## src/design/frs_pkg.sv

```systemverilog
package frs_pkg;

  localparam int RATE_WINDOWS = 3;
  localparam int NUM_WIN = 3;
  localparam int NUM_KIND = 3;
  localparam int HDR_BYTES = 14;
  localparam int SCALE = 1000;
  localparam int DIV_W = 40;
  localparam int DIV_BITS = 8;
  localparam int DIV_STEPS = DIV_W / DIV_BITS;
  localparam int DIV_CNT_W = $clog2(DIV_STEPS);
  localparam int WGT_W = 7;
  localparam int REM_W = WGT_W - 1;
  localparam logic [15:0] TICKS_RESET = 16'd1000;

  typedef enum logic [1:0] {
    FUNC_SEND  = 2'd0,
    FUNC_RECV  = 2'd1,
    FUNC_CLEAR = 2'd2,
    FUNC_NONE  = 2'd3
  } frs_func_t;

  typedef enum logic [1:0] {
    KIND_FRAME = 2'd0,
    KIND_BYTE  = 2'd1,
    KIND_LOSS  = 2'd2
  } frs_kind_t;

  typedef enum logic [2:0] {
    ST_IDLE,
    ST_CHECK,
    ST_DELTA,
    ST_MUL,
    ST_DIV,
    ST_COMMIT,
    ST_DONE
  } frs_state_t;

  typedef struct packed {
    logic [1:0]  func;
    logic [31:0] now_ticks;
    logic [10:0] frame_size;
    logic        send_ok;
  } frs_in_t;

  typedef struct packed {
    logic [31:0]        frame_rate_1s;
    logic [31:0]        frame_rate_10s;
    logic [31:0]        frame_rate_60s;
    logic [31:0]        byte_rate_1s;
    logic [31:0]        byte_rate_10s;
    logic [31:0]        byte_rate_60s;
    logic signed [31:0] loss_rate_1s;
    logic signed [31:0] loss_rate_10s;
    logic signed [31:0] loss_rate_60s;
    logic [31:0]        sent_total;
    logic [31:0]        error_total;
    logic [31:0]        received_total;
  } frs_out_t;

  function automatic logic [WGT_W-1:0] win_weight(input logic [1:0] k);
    case (k)
      2'd0:    win_weight = WGT_W'(1);
      2'd1:    win_weight = WGT_W'(10);
      2'd2:    win_weight = WGT_W'(60);
      default: win_weight = WGT_W'(1);
    endcase
  endfunction

endpackage

```

## src/design/frame_rate_statistics.sv

```systemverilog
// Frame link statistics. Each accepted item (send, receive, clear or unused
// code) returns one snapshot of the counters and of the nine moving averages
// after the update. An item without a window update passes the check, commit
// and done states, and the input is free again once its result is loaded. A
// send that closes a window first runs the delta state, then takes every
// average through one shared multiply-add and a divider that retires 8
// quotient bits a cycle. The input is stalled while an item is in work; a
// finished result waits in the output register, so the next item is taken
// while it is still held.
module frame_rate_statistics (
  input  logic            clk,
  input  logic            rst,
  input  logic            in_valid,
  output logic            in_stall,
  input  frs_pkg::frs_in_t  in_item,
  output logic            out_valid,
  input  logic            out_stall,
  output frs_pkg::frs_out_t out_item,
  input  logic            cfg_write,
  input  logic [15:0]     cfg_data
);

  frs_pkg::frs_state_t state, state_next;

  logic [15:0] ticks_per_second;
  frs_pkg::frs_in_t item;
  logic        upd;

  logic [31:0] sent_count, recv_count, err_count, byte_count;
  logic [31:0] prev_sent_count, prev_byte_count, prev_loss, window_start;
  logic [31:0] avgs [frs_pkg::NUM_KIND][frs_pkg::NUM_WIN];

  logic [31:0] fr, br, lr, loss;
  logic [1:0]  kind, win;
  logic [frs_pkg::DIV_CNT_W-1:0] step;
  logic [frs_pkg::DIV_W-1:0] div_reg, div_next;
  logic [frs_pkg::REM_W-1:0] rem, rem_next;
  logic        neg;

  logic        check_upd, last_step, last_pair, load_out;
  logic [frs_pkg::WGT_W-1:0] weight;
  logic [frs_pkg::DIV_W-1:0] avg_ext, val_ext, mul_sum, mul_mag;
  logic [31:0] val_sel, quot;

  assign check_upd = (frs_pkg::frs_func_t'(item.func) == frs_pkg::FUNC_SEND) &&
                     ((item.now_ticks - window_start) >= {16'd0, ticks_per_second});
  assign weight = frs_pkg::win_weight(win);
  assign last_step = (step == frs_pkg::DIV_CNT_W'(frs_pkg::DIV_STEPS - 1));
  assign last_pair = (frs_pkg::frs_kind_t'(kind) == frs_pkg::KIND_LOSS) &&
                     (win == 2'(frs_pkg::RATE_WINDOWS - 1));

  // shared multiply-add: avg * (n - 1) + new
  always_comb begin
    case (frs_pkg::frs_kind_t'(kind))
      frs_pkg::KIND_FRAME: val_sel = fr;
      frs_pkg::KIND_BYTE:  val_sel = br;
      frs_pkg::KIND_LOSS:  val_sel = lr;
      default:             val_sel = fr;
    endcase
    if (frs_pkg::frs_kind_t'(kind) == frs_pkg::KIND_LOSS) begin
      avg_ext = {{(frs_pkg::DIV_W-32){avgs[kind][win][31]}}, avgs[kind][win]};
      val_ext = {{(frs_pkg::DIV_W-32){val_sel[31]}}, val_sel};
    end else begin
      avg_ext = {{(frs_pkg::DIV_W-32){1'b0}}, avgs[kind][win]};
      val_ext = {{(frs_pkg::DIV_W-32){1'b0}}, val_sel};
    end
    mul_sum = avg_ext * frs_pkg::DIV_W'(weight - frs_pkg::WGT_W'(1)) + val_ext;
    mul_mag = mul_sum[frs_pkg::DIV_W-1] ? (~mul_sum + frs_pkg::DIV_W'(1)) : mul_sum;
  end

  // divider step, several restoring steps on a narrow remainder
  always_comb begin
    logic [frs_pkg::WGT_W-1:0] r;
    logic [frs_pkg::REM_W-1:0] rt;
    logic [frs_pkg::DIV_W-1:0] d;
    rt = rem;
    d = div_reg;
    for (int i = 0; i < frs_pkg::DIV_BITS; i++) begin
      r = {rt, d[frs_pkg::DIV_W-1]};
      d = {d[frs_pkg::DIV_W-2:0], 1'b0};
      if (r >= weight) begin
        r = r - weight;
        d[0] = 1'b1;
      end
      rt = r[frs_pkg::REM_W-1:0];
    end
    rem_next = rt;
    div_next = d;
    quot = neg ? (~div_next[31:0] + 32'd1) : div_next[31:0];
  end

  always_comb begin
    case (state)
      frs_pkg::ST_IDLE:   state_next = in_valid ? frs_pkg::ST_CHECK : frs_pkg::ST_IDLE;
      frs_pkg::ST_CHECK:  state_next = check_upd ? frs_pkg::ST_DELTA : frs_pkg::ST_COMMIT;
      frs_pkg::ST_DELTA:  state_next = frs_pkg::ST_MUL;
      frs_pkg::ST_MUL:    state_next = frs_pkg::ST_DIV;
      frs_pkg::ST_DIV: begin
        if (!last_step) state_next = frs_pkg::ST_DIV;
        else if (last_pair) state_next = frs_pkg::ST_COMMIT;
        else state_next = frs_pkg::ST_MUL;
      end
      frs_pkg::ST_COMMIT: state_next = frs_pkg::ST_DONE;
      frs_pkg::ST_DONE:   state_next = load_out ? frs_pkg::ST_IDLE : frs_pkg::ST_DONE;
      default:            state_next = frs_pkg::ST_IDLE;
    endcase
  end

  always_comb begin
    in_stall = (state != frs_pkg::ST_IDLE);
    load_out = (state == frs_pkg::ST_DONE) && (!out_valid || !out_stall);
  end

  always_ff @(posedge clk) begin
    if (rst) begin
      state <= frs_pkg::ST_IDLE;
    end else begin
      state <= state_next;
    end
  end

  always_ff @(posedge clk) begin
    if (rst) begin
      ticks_per_second <= frs_pkg::TICKS_RESET;
    end else if (cfg_write) begin
      ticks_per_second <= cfg_data;
    end
  end

  always_ff @(posedge clk) begin
    if (rst) begin
      out_valid <= 1'b0;
    end else if (load_out) begin
      out_valid <= 1'b1;
    end else if (!out_stall) begin
      out_valid <= 1'b0;
    end
  end

  always_ff @(posedge clk) begin
    if (load_out) begin
      out_item.frame_rate_1s  <= avgs[frs_pkg::KIND_FRAME][0];
      out_item.frame_rate_10s <= avgs[frs_pkg::KIND_FRAME][1];
      out_item.frame_rate_60s <= avgs[frs_pkg::KIND_FRAME][2];
      out_item.byte_rate_1s   <= avgs[frs_pkg::KIND_BYTE][0];
      out_item.byte_rate_10s  <= avgs[frs_pkg::KIND_BYTE][1];
      out_item.byte_rate_60s  <= avgs[frs_pkg::KIND_BYTE][2];
      out_item.loss_rate_1s   <= avgs[frs_pkg::KIND_LOSS][0];
      out_item.loss_rate_10s  <= avgs[frs_pkg::KIND_LOSS][1];
      out_item.loss_rate_60s  <= avgs[frs_pkg::KIND_LOSS][2];
      out_item.sent_total     <= sent_count;
      out_item.error_total    <= err_count;
      out_item.received_total <= recv_count;
    end
  end

  // item capture, deltas and divider datapath
  always_ff @(posedge clk) begin
    if (state == frs_pkg::ST_IDLE && in_valid) begin
      item <= in_item;
    end
    if (state == frs_pkg::ST_CHECK) begin
      upd <= check_upd;
    end
    if (state == frs_pkg::ST_DELTA) begin
      fr   <= (sent_count - prev_sent_count) * 32'(frs_pkg::SCALE);
      br   <= byte_count - prev_byte_count;
      lr   <= ((sent_count - recv_count) - prev_loss) * 32'(frs_pkg::SCALE);
      loss <= sent_count - recv_count;
      kind <= frs_pkg::KIND_FRAME;
      win  <= 2'd0;
    end
    if (state == frs_pkg::ST_MUL) begin
      neg     <= mul_sum[frs_pkg::DIV_W-1];
      div_reg <= mul_mag;
      rem     <= '0;
      step    <= '0;
    end
    if (state == frs_pkg::ST_DIV) begin
      div_reg <= div_next;
      rem     <= rem_next;
      step    <= step + frs_pkg::DIV_CNT_W'(1);
      if (last_step) begin
        if (frs_pkg::frs_kind_t'(kind) == frs_pkg::KIND_LOSS) begin
          kind <= frs_pkg::KIND_FRAME;
          win  <= win + 2'd1;
        end else begin
          kind <= kind + 2'd1;
        end
      end
    end
  end

  // statistics state
  always_ff @(posedge clk) begin
    if (rst) begin
      sent_count      <= '0;
      recv_count      <= '0;
      err_count       <= '0;
      byte_count      <= '0;
      prev_sent_count <= '0;
      prev_byte_count <= '0;
      prev_loss       <= '0;
      window_start    <= '0;
      for (int k = 0; k < frs_pkg::NUM_KIND; k++) begin
        for (int j = 0; j < frs_pkg::NUM_WIN; j++) begin
          avgs[k][j] <= '0;
        end
      end
    end else begin
      if (state == frs_pkg::ST_DIV && last_step) begin
        avgs[kind][win] <= quot;
      end
      if (state == frs_pkg::ST_COMMIT) begin
        if (upd) begin
          prev_sent_count <= sent_count;
          prev_byte_count <= byte_count;
          prev_loss       <= loss;
          window_start    <= item.now_ticks;
        end
        case (frs_pkg::frs_func_t'(item.func))
          frs_pkg::FUNC_SEND: begin
            if (item.send_ok) begin
              sent_count <= sent_count + 32'd1;
              byte_count <= byte_count + 32'(frs_pkg::HDR_BYTES) + {21'd0, item.frame_size};
            end else begin
              err_count <= err_count + 32'd1;
            end
          end
          frs_pkg::FUNC_RECV: recv_count <= recv_count + 32'd1;
          frs_pkg::FUNC_CLEAR: begin
            sent_count      <= '0;
            recv_count      <= '0;
            err_count       <= '0;
            byte_count      <= '0;
            prev_sent_count <= '0;
            prev_byte_count <= '0;
            prev_loss       <= '0;
            for (int k = 0; k < frs_pkg::NUM_KIND; k++) begin
              for (int j = 0; j < frs_pkg::NUM_WIN; j++) begin
                avgs[k][j] <= '0;
              end
            end
          end
          default: ;
        endcase
      end
    end
  end

`ifndef SYNTHESIS
  a_busy_after_accept: assert property (@(posedge clk) disable iff (rst)
    (in_valid && !in_stall) |=> in_stall)
    else $error("input taken again right after an item");

  a_div_step_range: assert property (@(posedge clk) disable iff (rst)
    (state == frs_pkg::ST_DIV) |-> (step < frs_pkg::DIV_CNT_W'(frs_pkg::DIV_STEPS)))
    else $error("divider step out of range");

  a_win_range: assert property (@(posedge clk) disable iff (rst)
    (state == frs_pkg::ST_MUL || state == frs_pkg::ST_DIV) |->
      (win < 2'(frs_pkg::RATE_WINDOWS)))
    else $error("window index out of range");

  a_commit_to_done: assert property (@(posedge clk) disable iff (rst)
    (state == frs_pkg::ST_COMMIT) |=> (state == frs_pkg::ST_DONE))
    else $error("commit not followed by result");

  a_sent_count: assert property (@(posedge clk) disable iff (rst)
    (state == frs_pkg::ST_COMMIT && item.func == frs_pkg::FUNC_SEND && item.send_ok)
      |=> (sent_count == $past(sent_count) + 32'd1))
    else $error("good send not counted");
`endif

endmodule

```

## config.mk

```make
export PLATFORM = sky130hd
export DESIGN_NAME = frame_rate_statistics
export DESIGN_NICKNAME = d
export VERILOG_FILES = /design/src/design/frs_pkg.sv /design/src/design/frame_rate_statistics.sv
export SDC_FILE = /design/constraint.sdc
export NUM_CORES = 2
export LEC_CHECK = 0
export BUFFER_PORTS_ARGS = -buffer_cell sky130_fd_sc_hd__buf_2
export CORE_MARGIN = 5
export CORE_UTILIZATION = 58
export CTS_BUF_LIST = sky130_fd_sc_hd__clkbuf_4
export CTS_CLUSTER_DIAMETER = 80
export DETAILED_ROUTE_END_ITERATION = 10
export PLACE_DENSITY_LB_ADDON = 0.12
export SETUP_SLACK_MARGIN = 0.15
export SYNTH_ARGS = -nofsm -noshare
export SYNTH_HDL_FRONTEND = slang
export SYNTH_SLANG_ARGS = --single-unit
```

## constraint.sdc

```tcl
create_clock -name clk -period 18.84 [get_ports clk]
set_clock_uncertainty 0.05 [all_clocks]
set_input_delay 0.942 -clock clk [delete_from_list [all_inputs] [get_ports clk]]
set_output_delay 0.942 -clock clk [all_outputs]
set_load 0.01 [all_outputs]
```

# == Word-level counts from Yosys, hierarchy flattened ==
# Memory sizes are Yosys's and may differ from the RTL's. A register that Yosys moved wholly into a read port is not among the register bits.
# Index checks and enable logic that the tools add are counted.
# classes
order_cmp,11
reduce_logical,22
multipliers,3
addsub,25
n_eq_ne,16
bitwise,12
muxes,83
# ops
operator,n
$mux 32,22
$pmux 32 s2,5
$mux 96,3
$mux 40,5
$sub 32x32->32,5
$add 32x1->32 const B,4
$reduce_or 96->1,1
$bmux 32 s2,1
$demux 32 s2,1
$mul 32x7->29 const B,2
$mux 6,10
$ge 7x6->1,8
$sub 6x6->6,8
$add 40x1->40 const B,1
$add 40x40->40,1
$mul 40x7->40,1
$not 40->40,1
$add 32x11->32,1
$add 32x4->32 const B,1
$ge 32x16->1,1
$not 32->32,1
$pmux 3 s7,1
$mux 1,19
$mux 2,9
other kinds (25),60
# totals
output_inout_bits,386
inputBits,67
memories,1
elab_cells,202
mem_bits_rw,288
regBits,595
# mem_list
name,words,width,rd,rd_clocked_by_memory_dff,wr,line_no,text
avgs,3,96,4,4,3,frame_rate_statistics.sv:31,logic [31:0] avgs [frs_pkg::NUM_KIND][frs_pkg::NUM_WIN];

# == Logic depth before layout (Yosys ltp) ==
# logic_depth
word_depth,22
ltp_mapped,92
depth_no_buf,82

# == Worst setup path before layout ==
# Ideal clock, no wire load.
# synth_path
path_kind,input -> register
from,input out_stall
to,"register out_item[0] (netlist name), enable pin"
n_path_buf,0
arrival_ps,19331
required_time_ps,17531
slack_ps,-1800
setup_time_ps,1259
cell_stages,1
path_cell_list,a21oi_1
# synth_between
elab_chain_cells,3
# synth_lines
element,line_no,text
from (decl),frame_rate_statistics.sv:17,"input logic out_stall,"
$logic_not 1->1,--,
$logic_or 1x1->1,frame_rate_statistics.sv:111,load_out = (state == frs_pkg::ST_DONE) && (!out_valid || !out_stall);
$logic_and 1x1->1,frame_rate_statistics.sv:111,
to (decl),frame_rate_statistics.sv:18,"output frs_pkg::frs_out_t out_item,"
# Every way passes these cells.
# A chain may end at the register's enable or synchronous reset.

==> impl_metrics.json <==
{
  "layout.nets": 8346,
  "seq_area_frac_synth": 0.4679,
  "io_pins": 453,
  "drc": 0,
  "root_buffer": "clkbuf_4",
  "grt_pass1_vias": 52790,
  "slew_viol_final": 0,
  "grt_pass1_wl_um": 302400,
  "h-tree-depth": 5,
  "drive_gt1_frac": 0.1735,
  "clock_path_buffers": 4,
  "synth_warnings": 0,
  "drt.antenna.violating_nets": 0,
  "max_slew_margin": 0.1824,
  "cts_tree": "built",
  "syn_area_per_cell_sq_um": 11.29,
  "synth-edff-count": 984,
  "async_flop_share": 0,
  "clkTransAtPathRegs_ns": 0.07,
  "final_cells": 9345,
  "clock_latency_ns": 1.28,
  "cts_buffers": 339,
  "crit_slowest_cell": "a311o_2",
  "final_common_cell": "edfxtp_1",
  "dr.pass1.iters": 6,
  "hpwl_um": 141400,
  "timing.final.crit_share": 0.9434,
  "area_growth_pct": 13.14,
  "row_count": 131,
  "wl_per_cell_um": 21.07,
  "syn_inst": 6633,
  "reg_top3": "avgs x384, out_item x384, item x46",
  "maxCapViolCount": 0,
  "worst-path-buf-inv": 14,
  "via_count": 53300,
  "min_period_ns": 17.77,
  "port_buffers": 452,
  "syn_area_sq_um": 74880,
  "coreArea_sq_um": 127800,
  "rsz0062_at_grt": "no",
  "arrival_ns": 18.68,
  "worst_pin_slew_ns": 1.226,
  "tns_ns": 0,
  "report.final.hold_viol_count": 0,
  "drt-initial-drc-count": 4962,
  "die_w_um": 369.3,
  "track_usage": 0.2862,
  "setup_viol": 0,
  "routed_wl_um": 196900,
  "cpPeakStageDelay_ns": 0.41,
  "post_synth_num_cell_types": 96,
  "synth_flop_cell": "edfxtp_1",
  "post-place-cells": 8655,
  "initial_core_util": 0.5857,
  "max_clock_freq_mhz": 56.26,
  "seqCellArea_sq_um": 35040,
  "status": "finished, final reports clean",
  "cp.required_ns": 19.75,
  "routabilityCongestion": 0.8987,
  "overflow": 0,
  "dieArea_sq_um": 136400,
  "fillers": 9891,
  "most-common-layout-cells": "984 x edfxtp_1, 981 x inv_1, 672 x nor2_1",
  "avgViaCountPerCell": 5.703,
  "hold_class": "in -> reg",
  "endpoint_kind": "register",
  "die_h_um": 369.3,
  "synth-seq-cells": 1258,
  "worst_path_most_repeated_cell": "ha_1",
  "grt_max_degree": 173,
  "cts.sinks": 1258,
  "critical_path.max_fanout": 14,
  "critPathTopFamily": "compound AO/OA/AOI/OAI gates",
  "start_kind": "register",
  "antenna_found_initial": 6,
  "crit_type": "reg -> reg",
  "multiInputGateArea_sq_um": 35880
}
area by class of cell:
class / instances / area share
diodes: 2 / 0.00005908
clock buffers: 493 / 0.04369
clock inverters: 89 / 0.005346
inverters: 987 / 0.04376
multi-input cells: 4223 / 0.4236
flip-flops and latches: 1258 / 0.4136
well taps: 1662 / 0.02455
repair buffers: 631 / 0.04539
Yosys cell counts (all sizes together) (87+ instances only):
cell type	number	share of area
nor3	91	0.0064
a31oi	121	0.010
xor2	157	0.019
edfxtp	984	0.39
fa	397	0.11
and2	89	0.0074
mux4	96	0.029
ha	442	0.074
inv	985	0.049
xnor2	230	0.027
nor2	674	0.034
nand2	323	0.016
a21o	87	0.0087
clkbuf	165	0.0083
a22oi	128	0.013
nand3	100	0.0068
o21ai	183	0.013
a21oi	316	0.021
dfxtp	274	0.073
metal layers:
layer | part of all wire | global-route usage | wire length (um)
met4 | 0.035 | 0.1060 | 6921
met3 | 0.082 | 0.05427 | 16060
met5 | 0.00011 | 0 | 22
met2 | 0.48 | 0.4715 | 94380
met1 | 0.40 | 0.3811 | 79480
metrics by stage:
| stage | util | setup slack [ns] | instance area (sq um) | hold slack, ns |
|---|---|---|---|---|
| after floorplan | - | 0.1673 | 75100 | 0.3564 |
| final | 0.6626 | 1.067 | 84720 | 0.1435 |
| after CTS | 0.6598 | 0.1536 | 84350 | 0.0005496 |
| after global routing | 0.6626 | 0.06947 | 84720 | 0.08546 |
| after detailed placement | 0.6210 | -0.04499 | 79400 | 0.3748 |
| after global placement | 0.6210 | 0.2372 | 79400 | 0.3754 |
final timing paths:
kind / from / end / slack, ns / cells past startpoint
hold reg to reg: avgs[0][78] / out_item[366] / 0.37 / 0
setup reg to reg: win[0] / avgs[1][30] / 1.07 / 83
setup / recovery: win[0] / avgs[1][30] / 1.07 / 83
hold / removal: rst / ticks_per_second[10] / 0.14 / 2
worst register-to-register path: cells and delay by family (launching register included):
| family | cells | cell delay [ns] |
|---|---|---|
| AO/OA/AOI/OAI | 35 | 7.20 |
| adder cells (fa/ha/maj) | 10 | 3.09 |
| multiplexers | 9 | 2.77 |
| AND/OR/NAND/NOR | 14 | 2.00 |
| buffers and inverters | 14 | 1.82 |
| flip-flops | 1 | 0.37 |
| XOR/XNOR | 1 | 0.20 |
repair_timing:
item	CTS	global route
setup buffers	5	25
gates cloned	0	1
endpoints found under the setup margin	120	360
hold endpoints to repair	65	0
gates resized for setup	2	30
pin swaps	1	7
hold buffers	75	0
cell families after synthesis:
kind of cell / after synthesis / share of synthesized area
simple gates: 1622 / 0.1033
other cells: 1 / 0.00005008
buf+inv: 1185 / 0.05972
mux: 195 / 0.04281
fa+ha+maj: 839 / 0.1800
compound gates: 1145 / 0.1005
xor+xnor: 388 / 0.04577
flops: 1258 / 0.4679
Power is left out: the tool's default activity adds up to more than one toggle a clock period on the data nets, which glitch-free logic cannot reach.
